## src/hdl/iasmd_pkg.sv

```systemverilog
// Shared types and constants for the iterative add/sub/mul/div unit.
// No dependencies; imported by every module of the unit.
package iasmd_pkg;

    localparam int DATA_WIDTH = 32;
    localparam int CNT_W      = $clog2(DATA_WIDTH);

    typedef logic [DATA_WIDTH-1:0] word_t;
    typedef logic [CNT_W-1:0]      cnt_t;

    // Last step index: multiply walks every multiplier bit, divide every
    // quotient bit below the sign bit.
    localparam cnt_t MUL_LAST = cnt_t'(DATA_WIDTH - 1);
    localparam cnt_t DIV_LAST = cnt_t'(DATA_WIDTH - 2);

    typedef enum logic [1:0] {
        CMD_ADD = 2'd0,
        CMD_SUB = 2'd1,
        CMD_MUL = 2'd2,
        CMD_DIV = 2'd3
    } cmd_t;

    typedef enum logic [1:0] {
        ST_IDLE,
        ST_RUN,
        ST_DONE
    } state_t;

    // Commands from controller to datapath
    typedef struct packed {
        logic load;
        logic step;
    } dp_ctrl_t;

    // Status from datapath to controller
    typedef struct packed {
        cmd_t cmd;
        logic err;
    } dp_stat_t;

endpackage

```

## src/hdl/iasmd_ctrl.sv

```systemverilog
// Controller state machine of the add/sub/mul/div unit: sequences load,
// iteration steps and the result strobe. Depends on iasmd_pkg.
module iasmd_ctrl (
    input  logic              clk,
    input  logic              rst_n,
    input  logic              start,
    input  iasmd_pkg::dp_stat_t stat,
    output iasmd_pkg::dp_ctrl_t ctrl,
    output logic              busy,
    output logic              done
);
    import iasmd_pkg::*;

    state_t state_reg, state_next;
    cnt_t   cnt_reg, cnt_next;
    cnt_t   last;
    logic   quick;

    always_ff @(posedge clk or negedge rst_n)
    begin
        if (!rst_n)
        begin
            state_reg <= ST_IDLE;
            cnt_reg   <= '0;
        end
        else
        begin
            state_reg <= state_next;
            cnt_reg   <= cnt_next;
        end
    end

    assign last  = (stat.cmd == CMD_MUL) ? MUL_LAST : DIV_LAST;
    // Add, subtract and a refused divide need no iteration
    assign quick = (stat.cmd == CMD_ADD) || (stat.cmd == CMD_SUB) || stat.err;

    always_comb
    begin
        state_next = state_reg;
        cnt_next   = cnt_reg;
        ctrl       = '0;
        done       = 1'b0;
        case (state_reg)
            ST_IDLE:
            begin
                if (start)
                begin
                    ctrl.load  = 1'b1;
                    cnt_next   = '0;
                    state_next = ST_RUN;
                end
            end
            ST_RUN:
            begin
                if (quick)
                begin
                    state_next = ST_DONE;
                end
                else
                begin
                    ctrl.step = 1'b1;
                    cnt_next  = cnt_reg + cnt_t'(1);
                    if (cnt_reg == last)
                    begin
                        state_next = ST_DONE;
                    end
                end
            end
            ST_DONE:
            begin
                done       = 1'b1;
                state_next = ST_IDLE;
            end
            default:
            begin
                state_next = ST_IDLE;
            end
        endcase
    end

    assign busy = (state_reg != ST_IDLE);

endmodule

```

## src/hdl/iasmd_datapath.sv

```systemverilog
// Datapath of the add/sub/mul/div unit: operand registers, shift-add
// multiplier and restoring divider sharing one accumulator. Depends on iasmd_pkg.
module iasmd_datapath (
    input  logic                 clk,
    input  iasmd_pkg::cmd_t      command,
    input  iasmd_pkg::word_t     operand_a,
    input  iasmd_pkg::word_t     operand_b,
    input  iasmd_pkg::dp_ctrl_t  ctrl,
    output iasmd_pkg::dp_stat_t  stat,
    output iasmd_pkg::word_t     result,
    output logic                 err
);
    import iasmd_pkg::*;

    cmd_t  cmd_reg;
    word_t a_reg;     // multiplier (shifts right) or dividend (shifts left)
    word_t b_reg;     // multiplicand (shifts left) or divisor (holds)
    word_t acc_reg;   // sum, difference, product or partial remainder
    word_t q_reg;
    word_t mask_reg;  // divisor bits that put a set quotient bit out of range
    logic  err_reg;

    word_t trial;
    word_t diff;
    logic  ge;
    logic  too_big;

    // Bring down the next dividend bit and try the subtract
    assign trial   = {acc_reg[DATA_WIDTH-2:0], a_reg[DATA_WIDTH-2]};
    assign diff    = trial - b_reg;
    assign ge      = (trial >= b_reg);
    assign too_big = |(b_reg & mask_reg);

    always_ff @(posedge clk)
    begin
        if (ctrl.load)
        begin
            cmd_reg  <= command;
            a_reg    <= operand_a;
            b_reg    <= operand_b;
            q_reg    <= '0;
            mask_reg <= '1;
            case (command)
                CMD_ADD: acc_reg <= operand_a + operand_b;
                CMD_SUB: acc_reg <= operand_a + (~operand_b + word_t'(1));
                default: acc_reg <= '0;
            endcase
            err_reg <= (command == CMD_DIV) &&
                       ((operand_b == '0) || operand_a[DATA_WIDTH-1] ||
                        operand_b[DATA_WIDTH-1]);
        end
        else if (ctrl.step)
        begin
            if (cmd_reg == CMD_MUL)
            begin
                if (a_reg[0])
                begin
                    acc_reg <= acc_reg + b_reg;
                end
                a_reg <= a_reg >> 1;
                b_reg <= b_reg << 1;
            end
            else
            begin
                acc_reg  <= ge ? diff : trial;
                q_reg    <= {q_reg[DATA_WIDTH-2:0], ge};
                a_reg    <= a_reg << 1;
                mask_reg <= mask_reg << 1;
                // A quotient bit this high means the divisor shift overflows
                if (ge && too_big)
                begin
                    err_reg <= 1'b1;
                end
            end
        end
    end

    always_comb
    begin
        case (cmd_reg)
            CMD_DIV: result = err_reg ? '0 : q_reg;
            default: result = acc_reg;
        endcase
    end

    assign err       = err_reg;
    assign stat.cmd  = cmd_reg;
    assign stat.err  = err_reg;

endmodule

```

## src/hdl/iterative_int_add_sub_mul_div.sv

```systemverilog
// Top level of the iterative integer add/subtract/multiply/divide unit.
// Instantiates iasmd_ctrl and iasmd_datapath; depends on iasmd_pkg.
//
//  Channel   Handshake                 Word
//  -------   -----------------------   ------------------------------------
//  command   start high, busy low      command, operand_a, operand_b
//  result    done high for one cycle   result_value, error_flag
//
// Iteration: add and subtract skip it; multiply runs one shift-add step
// per multiplier bit, divide one restoring step per quotient bit below
// the sign bit; a divide refused up front (zero divisor or a negative
// operand) skips it too, and a divide refused inside the loop (quotient
// bit beyond the divisor shift) stops after the step that finds it.
// Reset clears the controller only; the unit is idle right after reset.
// Busy rises once a command is accepted and stays high through the done
// cycle; the receiver cannot stall, and the result holds until reloaded.
module iterative_int_add_sub_mul_div (
    input  logic                     clk,
    input  logic                     rst_n,
    input  logic                     start,
    output logic                     busy,
    input  logic [1:0]               command,
    input  logic signed [iasmd_pkg::DATA_WIDTH-1:0] operand_a,
    input  logic signed [iasmd_pkg::DATA_WIDTH-1:0] operand_b,
    output logic                     done,
    output logic signed [iasmd_pkg::DATA_WIDTH-1:0] result_value,
    output logic                     error_flag
);
    import iasmd_pkg::*;

    dp_ctrl_t ctrl;
    dp_stat_t stat;
    word_t    result;

    // Sequence load, steps and the done strobe
    iasmd_ctrl u_ctrl (
        .clk   (clk),
        .rst_n (rst_n),
        .start (start),
        .stat  (stat),
        .ctrl  (ctrl),
        .busy  (busy),
        .done  (done)
    );

    // Hold operands, iterate, and present the finished word
    iasmd_datapath u_datapath (
        .clk       (clk),
        .command   (cmd_t'(command)),
        .operand_a (word_t'(operand_a)),
        .operand_b (word_t'(operand_b)),
        .ctrl      (ctrl),
        .stat      (stat),
        .result    (result),
        .err       (error_flag)
    );

    assign result_value = result;

endmodule
```

## config.mk

```make
export PLATFORM = sky130hd
export DESIGN_NAME = iterative_int_add_sub_mul_div
export DESIGN_NICKNAME = d
export VERILOG_FILES = /design/src/hdl/iasmd_pkg.sv /design/src/hdl/iasmd_ctrl.sv /design/src/hdl/iasmd_datapath.sv /design/src/hdl/iterative_int_add_sub_mul_div.sv
export SDC_FILE = /design/constraint.sdc
export NUM_CORES = 1
export LEC_CHECK = 0
export ABC_AREA = 1
export BUFFER_PORTS_ARGS = -buffer_cell sky130_fd_sc_hd__buf_4
export CAP_MARGIN = 25
export CORE_UTILIZATION = 59
export CTS_BUF_LIST = sky130_fd_sc_hd__clkbuf_8 sky130_fd_sc_hd__clkbuf_16
export DETAILED_ROUTE_END_ITERATION = 6
export PLACE_DENSITY = 0.87
export SLEW_MARGIN = 25
export SYNTH_ARGS = -nofsm -noshare
export SYNTH_HDL_FRONTEND = slang
export SYNTH_HIERARCHICAL = 1
export SYNTH_SLANG_ARGS = --single-unit
```

## constraint.sdc

```tcl
create_clock -name clk -period 4.99 [get_ports clk]
set_clock_uncertainty 0.2 [all_clocks]
set_input_delay 0.998 -clock clk [delete_from_list [all_inputs] [get_ports clk]]
set_output_delay 0.998 -clock clk [all_outputs]
set_load 0.02 [all_outputs]
```

## Word level (Yosys, flattened, before mapping)

Cells that the tools add are included.

- Register bits after elaboration: 170
- Logic and storage cells: 85
- Bits of input ports: 69
- Output and inout bits: 35

- Multiplexer cells: 31
- $lt $le $gt $ge: 1
- Bitwise operators: 3
- Reduce and logical (&&, ||, !) cells: 22
- $add $sub $neg: 6
- Equal/unequal tests: 13

Operators with widths:

| kind | count |
|---|---|
| 2-to-1 mux 32 bit | 13 |
| adder 32 bit | 3 |
| one-hot mux 32 bit (2 select lines) | 1 |
| adder 32 x 1 -> 32 bit (second input constant) | 1 |
| bitwise AND 32 bit | 1 |
| >= comparator 32 bit | 1 |
| zero test 32 bit | 1 |
| NOT 32 bit | 1 |
| OR reduction 32 bit | 1 |
| subtractor 32 bit | 1 |
| 2-to-1 mux 1 bit | 10 |
| 2-to-1 mux 5 bit | 2 |
| one-hot mux 5 bit (2 select lines) | 1 |
| nonzero test 2 bit | 5 |
| equality test 2 bit (second input constant) | 4 |
| AND reduction 2 bit | 4 |
| equality test 2 x 1 -> 1 bit (second input constant) | 3 |
| zero test 2 bit | 3 |
| 2-to-1 mux 2 bit | 3 |
| != test 2 bit (second input constant) | 3 |
| AND reduction 3 bit | 2 |
| adder 5 x 1 -> 5 bit (second input constant) | 1 |
| equality test 5 bit | 1 |
| logical OR 1 bit | 4 |
| other kinds (5) | 6 |

## Longest topological paths before layout

Gate-level depths: netlist of run 1.

- Depth after elaboration: 7
- Depth in mapped cells: 19
- Mapped depth without buffers: 18

## Cells and area by module

The synthesis of run 1 kept the hierarchy.

Modules (own cells, without submodules):

| module | cells an instance | area an instance (um^2) | times used |
|---|---|---|---|
| iasmd_datapath | 2951 | 17504.3 | 1 |
| iasmd_ctrl | 58 | 439.2 | 1 |

## Worst setup path before layout of run 1

OpenSTA, ideal clock, no wires.

- Kind: input to register
- Start point: in start
- End point: reg u_datapath.acc_reg[0] (enable)
- Path buffers: 2
- Path slack: 822 ps
- Stages: 6
- Library setup time: 432 ps
- Data arrival time: 3536 ps
- Cell sequence: clkinv_1 nor2_4 clkbuf_1 clkbuf_1 nor2_1 a21oi_1

RTL lines:

| item | RTL line | RTL |
|---|---|---|
| from (decl) | iterative_int_add_sub_mul_div.sv:20 | `input logic start,` |
| to (signal assigned) | iasmd_datapath.sv:44 | `CMD_ADD: acc_reg <= operand_a + operand_b;` |
| to (signal assigned) | iasmd_datapath.sv:45 | `CMD_SUB: acc_reg <= operand_a + (~operand_b + word_t'(1));` |
| to (signal assigned) | iasmd_datapath.sv:58 | `acc_reg <= acc_reg + b_reg;` |
| to (decl) | iasmd_datapath.sv:18 | `word_t acc_reg;` |

## Final worst setup path of run 1

- Start point: reg u_datapath.a_reg[30]
- End point: reg u_datapath.acc_reg[10] (data pin)

- Word-level cells in the longest chain between the ends: 5

RTL lines:

| item | RTL line | RTL |
|---|---|---|
| from (decl) | iasmd_datapath.sv:16 | `word_t a_reg;` |
| from (signal assigned) | iasmd_datapath.sv:39 | `a_reg <= operand_a;` |
| from (signal assigned) | iasmd_datapath.sv:60 | `a_reg <= a_reg >> 1;` |
| from (signal assigned) | iasmd_datapath.sv:67 | `a_reg <= a_reg << 1;` |
| subtractor 32 bit or >= comparator 32 bit (tied branches) | iasmd_datapath.sv:30, iasmd_datapath.sv:31 |  |
| 2-to-1 mux 32 bit * | iasmd_datapath.sv:65 | `acc_reg <= ge ? diff : trial;` |
| 2-to-1 mux 32 bit * | iasmd_datapath.sv:54 | `if (cmd_reg == CMD_MUL)` |
| 2-to-1 mux 32 bit * | iasmd_datapath.sv:52 | `else if (ctrl.step)` |
| 2-to-1 mux 32 bit * | iasmd_datapath.sv:36 | `if (ctrl.load)` |
| to (signal assigned) | iasmd_datapath.sv:44 |  |
| to (signal assigned) | iasmd_datapath.sv:58 |  |
| to (signal assigned) | iasmd_datapath.sv:65 |  |

Every way passes the cells marked *; elsewhere a longest branch is shown, timed or not. The select of a mux whose other input is x is not followed.
A chain may end at the register's enable or synchronous reset.

==> results.json, run 1 <==
{
  "status": "completed",
  "slowest_stage": "edfxtp_1",
  "vias": 20700,
  "grt_pass1_wl_um": 104000,
  "syn_inst": 3009,
  "hold_path.class": "primary input to asynchronous set/reset pin",
  "crit_required_ps": 5000,
  "path_clk_slew_ps": 80,
  "startpoint_type": "register",
  "place_ws_ps": 1280,
  "num_rows": 63,
  "numCtsBuffers": 17,
  "worst_pin_slew_ps": 986,
  "portBuffers": 103,
  "cp_max_fo": 42,
  "synthToLayoutAreaGrowth_pct": 8.56,
  "maxCapViolCount": 0,
  "cts_root_buf": "clkbuf_16",
  "cp-end-kind": "register",
  "placed_cells": 3428,
  "syn_avg_cell_area_um2": 5.96,
  "ir_worst_vdd_mv": 0.334,
  "final_cell_mix": "nand2_1, inv_1, nand3_1",
  "grt_pass1_vias": 19300,
  "clk_path_buf_depth": 2,
  "nFillCells": 2808,
  "final_common_cell": "nand2_1",
  "cts_hold_buf": 0,
  "crit_buf_inv": 3,
  "path_class": "register to register",
  "drt-total-wl_um": 69500,
  "drive_above_1_share_pct": 6.32,
  "grt.overflow.total": 0,
  "worst_slack_ps": 1400,
  "fin_crit_ps": 3590,
  "crit_arrival_ps": 3610,
  "drc": 0,
  "htree_levels": 4,
  "first_pass_iters": 7,
  "hpwlAfterDp_um": 55200,
  "max_stage_delay_ps": 390,
  "final-hold-violation-count": 0,
  "synth.distinct_cells": 54,
  "p_total_uw": 12000,
  "syn-num-nets": 3208,
  "synth.cell_area_mm2": 0.0179,
  "fin_crit_sh_pct": 72.0,
  "yosys-top-cells-area": "nand2_1, edfxtp_1, inv_1",
  "antenna_found_initial": 1,
  "drv_slew": 0,
  "avgRoutedWirePerCell_um": 20.1,
  "cts_tree": "done",
  "synth_top_area_share_pct": 21.0,
  "start_util_pct": 60.2,
  "clk_latency_ps": 460,
  "die_width_um": 176,
  "fmax_mhz": 278,
  "power-per-cell-area_mw_per_mm2": 616,
  "finalSetupViolations": 0,
  "timing.slew.headroom_pct": 34.2,
  "die_area_mm2": 0.0311,
  "dpl-instance-area_mm2": 0.0189,
  "yosysWarnings": 6,
  "swShare_pct": 55.3,
  "power.switching_uw": 6640,
  "viasPerCell": 5.98,
  "comb_power_share_pct": 65.4,
  "diodes": 0,
  "ys_seq_area_share_pct": 24.7,
  "leakage_uw": 0.0103,
  "die_h_um": 176,
  "fin_area_mm2": 0.0195,
  "ctsResizeCount": 0,
  "p_int_uw": 5360,
  "ant_nets": 0,
  "nets": 3256,
  "grt_usage_pct": 44.3,
  "ys_ff_latch": 170,
  "io_pins": 104,
  "cts.sinks": 170,
  "path_cells": "inv_1, ha_1, fa_1, inv_1, nand2_1, nand2_1, nand3_1, nand2_2, nand2_2, nand3_2, nand2_4, nand2_8, inv_4, nand2_1, nand3_1, nand2_1, nand2_1, nand2_1",
  "p_seq_share_pct": 23.2,
  "gp_congestion": 1.06,
  "cp_common_cell": "nand2_1",
  "cpLargestDelayFamily": "simple AND/OR/NAND/NOR gates",
  "core_mm2": 0.0298,
  "post-cts-setup-buffer-count": 0,
  "pwr-share-clk_pct": 11.4,
  "tns_ps": 0,
  "final_cells": 3460,
  "synth_top_cell_by_area": "nand2_1",
  "rsz0062_at_grt": "false",
  "grt_max_degree": 81,
  "initialDrtViolationCount": 2769
}
worst reg2reg max path, stage by stage (launching register included):
cell	delay [ps]
edfxtp_1	390
inv_1	260
ha_1	350
fa_1	320
inv_1	110
nand2_1	70
nand2_1	70
nand3_1	90
nand2_2	110
nand2_2	80
nand3_2	80
nand2_4	210
nand2_8	260
inv_4	320
nand2_1	80
nand3_1	160
nand2_1	70
nand2_1	60
nand2_1	60
per-layer routing:
metal,GRT usage (%),routed length [um]
met4,31.3,5310
met5,0,0
met1,53.1,25800
met2,72.2,31100
met3,7.26,7320
kinds of logic (layout without fill, tap and decap cells):
group / count (synthesis) / count (layout) / synth area share [%]
xor gates and xnor gates: 27 / 27 / 1.32
DFF: 170 / 170 / 24.7
AOI/OAI and AO/OA: 422 / 422 / 13.2
and+or+nand+nor: 1666 / 1666 / 38.7
buffers and inverters: 594 / 655 / 12.9
adders and majority gates: 130 / 130 / 9.23
cells in the mapped netlist (all sizes together):
cell type,number
a221oi,4
o32ai,1
ha,126
buf,34
clkbuf,52
a31oi,2
nand3,271
a21boi,1
o21ai,206
nor3,27
a21oi,141
xor2,21
nor2,277
a22o,1
and3,2
dfxtp,64
and2,8
or2,3
nor4,14
xnor2,6
o221ai,27
fa,4
nand3b,8
clkinv,3
dfrtp,7
o31ai,1
a22oi,1
o21bai,27
o2111ai,1
nand2,1020
o22ai,2
nor3b,1
o211ai,5
edfxtp,99
nand4,35
o21a,2
inv,505
final cells by class:
class | count | area [um^2] | area share [%]
multi-input cells | 2245 | 11200 | 57.6
inverters | 508 | 1910 | 9.80
clock inverters | 14 | 129 | 0.662
well taps | 390 | 488 | 2.50
flip-flops and latches | 170 | 4430 | 22.7
repair buffers | 115 | 863 | 4.43
clock buffers | 18 | 450 | 2.31
path summary, 6_finish.rpt:
| path | cells past startpoint | end | startpoint | slack [ps] |
|---|---|---|---|---|
| max in group asynchronous | 1 | u_ctrl/cnt_reg[4] | rst_n | 4310 |
| max reg2reg | 18 | u_datapath/acc_reg[10] | u_datapath/a_reg[30] | 1400 |
| min | 1 | u_ctrl/state_reg[0] | rst_n | 140 |
| max | 18 | u_datapath/acc_reg[10] | u_datapath/a_reg[30] | 1400 |
| min in group clk | 2 | u_datapath/mask_reg[31] | u_datapath/mask_reg[31] | 290 |
| min reg2reg | 2 | u_datapath/mask_reg[31] | u_datapath/mask_reg[31] | 290 |
stage by stage:
stage | util [%] | hold slack [ps]
finish | 65.4 | 141
global route | 65.4 | 129
CTS | 65.4 | 132
detailed placement | 63.4 | 257
global placement | 63.4 | 256
floorplan | - | 242
power by group through the flow:
| stage | clock network (uW) | logic (uW) | registers, uW |
|---|---|---|---|
| after global routing | 1420 | 8560 | 2800 |
| after detailed placement | 0 | 7540 | 2760 |
| final | 1370 | 7850 | 2780 |
| after global placement | 0 | 7340 | 2740 |
| after CTS | 1370 | 7590 | 2740 |
| after floorplan | 0 | 5450 | 2540 |
(Power assumes the default switching activity.)
==> run 2: changes to the inputs <==
--- a/config.mk
+++ b/config.mk
@@ -5,7 +5,7 @@
 export SDC_FILE = /design/constraint.sdc
 export NUM_CORES = 1
 export LEC_CHECK = 0
-export ABC_AREA = 1
+export ABC_AREA = 0
 export BUFFER_PORTS_ARGS = -buffer_cell sky130_fd_sc_hd__buf_4
 export CAP_MARGIN = 25
 export CORE_UTILIZATION = 59
==> constraint.sdc (replaced) <==
create_clock -name clk -period 3.6 [get_ports clk]
set_clock_uncertainty 0.2 [all_clocks]
set_input_delay 0.72 -clock clk [delete_from_list [all_inputs] [get_ports clk]]
set_output_delay 0.72 -clock clk [all_outputs]
set_load 0.02 [all_outputs]
==> run 2 against run 1 <==
The flow now finishes with violations (negative setup slack). Final area is 4.3% lower. Sequential power is 27% higher. Cell count is 28% lower. Register-to-register slack worse by 1400 ps. Clock-buffer cell count stayed put. Sequential cell count stayed put. Critical path depth is 2 lower. Wire length is 26% lower. Sequential share of layout area is 1.0 points higher. Hold slack better by 120 ps.
==> results.json, run 2 <==
{
  "avgRoutedWirePerCell_um": 20.6,
  "initialDrtViolationCount": 2218,
  "synth.cell_area_mm2": 0.0150,
  "seqCellArea_mm2": 0.00443,
  "ys_ff_latch": 170,
  "hpwlAfterDp_um": 39300,
  "syn_avg_cell_area_um2": 7.90,
  "die_h_um": 161,
  "yosysWarnings": 6,
  "cp_max_fo": 3,
  "io_pins": 104,
  "rsz0062_at_grt": "true",
  "cp-end-kind": "register",
  "drv_slew": 0,
  "placed_cells": 2454,
  "finalSetupViolations": 1,
  "yosys-top-cells-area": "edfxtp_1, ha_1, dfxtp_1",
  "startpoint_type": "register",
  "core_mm2": 0.0246,
  "nets": 2366,
  "viasPerCell": 6.34,
  "dpl-instance-area_mm2": 0.0176,
  "grt_max_degree": 82,
  "synth_edf_count": 99,
  "drt-total-wl_um": 51600,
  "synth_top_area_share_pct": 19.9,
  "path_clk_slew_ps": 80,
  "final_cells": 2504,
  "cts_tree": "done",
  "grt_pass1_vias": 14800,
  "crit_arrival_ps": 3720,
  "nFillCells": 1825,
  "start_util_pct": 60.8,
  "fin_area_mm2": 0.0186,
  "numCtsBuffers": 17,
  "antenna_found_initial": 0,
  "final_cell_mix": "buf_4, nand2_1, o21ai_0",
  "ant_nets": 0,
  "yosysMostFrequentCell": "nand2_1",
  "fin_crit_ps": 3610,
  "first_pass_iters": 6,
  "drc": 0,
  "syn_inst": 1895,
  "final_common_cell": "buf_4",
  "ys_seq_area_share_pct": 29.6,
  "worst_slack_ps": -14.7,
  "grt_pass1_wl_um": 78700,
  "crit_required_ps": 3700,
  "drive_above_1_share_pct": 21.5,
  "clk_latency_ps": 440,
  "synth.distinct_cells": 88,
  "diodes": 0,
  "power-per-cell-area_mw_per_mm2": 860,
  "htree_levels": 4,
  "synth_top_cell_by_area": "edfxtp_1",
  "gp_congestion": 1.01,
  "num_rows": 57,
  "fmax_mhz": 277,
  "cts.sinks": 170,
  "maxCapViolCount": 0,
  "hold_path.class": "register to register",
  "worst_pin_slew_ps": 763,
  "final-hold-violation-count": 0,
  "multi_input_area_mm2": 0.0100,
  "ir_worst_vdd_mv": 0.459,
  "grt.overflow.total": 0,
  "fin_crit_sh_pct": 100,
  "status": "finished, violations left",
  "violations": "negative setup slack",
  "clk_path_buf_depth": 2,
  "vias": 15900,
  "synthToLayoutAreaGrowth_pct": 24.5,
  "die_width_um": 161,
  "path_class": "register to register",
  "portBuffers": 103,
  "timing.slew.headroom_pct": 49.2,
  "async_flop_share_pct": 4.12,
  "grt_usage_pct": 38.8,
  "syn-num-nets": 2094,
  "die_area_mm2": 0.0260,
  "synth_top_flop_cell": "edfxtp_1",
  "leakage_uw": 0.00822,
  "synth_common_cells": "nand2_1, o21ai_0, a21oi_1, ha_1, inv_1",
  "cts_root_buf": "clkbuf_16"
}
## run 2: cell count changes after synthesis, sizes merged, moves of 20 or more
cell and delta:
nand2 -719, inv -387, nand3 -254, nor2 -186
nand2b +52, xnor2 +51, a21oi +43, mux2i +41
clkbuf +36, a21o +28, nand3b +26, o221ai -25
buf -20
## run 2: worst max-delay path, stage by stage (launching register included)
cell,delay [ps]
edfxtp_1,390
ha_2,210
inv_2,40
fa_2,340
nor2b_2,140
o211ai_1,100
buf_4,170
a31oi_4,130
a21boi_2,100
o31ai_2,300
buf_4,190
buf_4,120
a221o_1,210
a41o_1,200
a21oi_2,70
or4_4,490
nand3_1,80
## run 2: cells by family after synthesis
family	synth area share, %
xor+xnor	4.92
fa+ha+maj	11.1
mux	2.97
compound gates	26.2
simple gates	19.7
flops	29.6
buf+inv	5.58
## run 2: worst paths after layout
check                      slack (ps)                 start  cells after the start                     end
hold / removal                    260  u_datapath/q_reg[31]                      2    u_datapath/q_reg[31]
hold reg to reg                   260  u_datapath/q_reg[31]                      2    u_datapath/q_reg[31]
min in group asynchronous         440                 rst_n                      2       u_ctrl/cnt_reg[4]
max in group asynchronous        2630                 rst_n                      2       u_ctrl/cnt_reg[2]
setup reg to reg                  -10   u_datapath/b_reg[0]                     16  u_datapath/acc_reg[28]
setup / recovery                  -10   u_datapath/b_reg[0]                     16  u_datapath/acc_reg[28]
## run 2: final cells by class
cell class,count,area share (%)
Timing Repair Buffer,355,14.5
Inverter,118,2.40
Multi-Input combinational cell,1505,53.7
Clock buffer,18,2.42
Tap cell,324,2.18
Clock inverter,14,1.00
Sequential cell,170,23.8
## run 2: power breakdown
| part | internal, uW | total [uW] | switching (uW) |
|---|---|---|---|
| Clock | 1060 | 2020 | 958 |
| Combinational | 4530 | 10500 | 5950 |
| Sequential | 2940 | 3530 | 596 |
## run 2: repair_timing
| item | 4_1_cts | 5_1_grt |
|---|---|---|
| hold buffers | 1 | 0 |
| hold endpoints to repair | 7 | 0 |
| pin swaps | 17 | 25 |
| resized for setup | 19 | 46 |
| buffers inserted | 6 | 11 |
| endpoints found under the setup margin | 24 | 32 |
## run 2: routing by layer
layer	wire (um)	global-route usage [%]	vias up
met1	21700	54.8	7482
met2	22600	59.8	907
met3	5600	6.65	112
met5	0	0	-
met4	1710	13.1	0
li1	-	-	7386
## run 2: metrics by stage
stage               setup WS (ps)  total power (uW)  hold WS (ps)  setup TNS [ps]  util, %
CTS                         -3.25             15200           265           -3.25     74.6
global route                -80.6             16900           295            -408     75.7
global placement             -294             12700           246           -2770     71.4
detailed placement           -358             12900           254           -3830     71.4
finish                      -14.7             16000           261           -14.7     75.7
floorplan                     151              9440           224               0        -
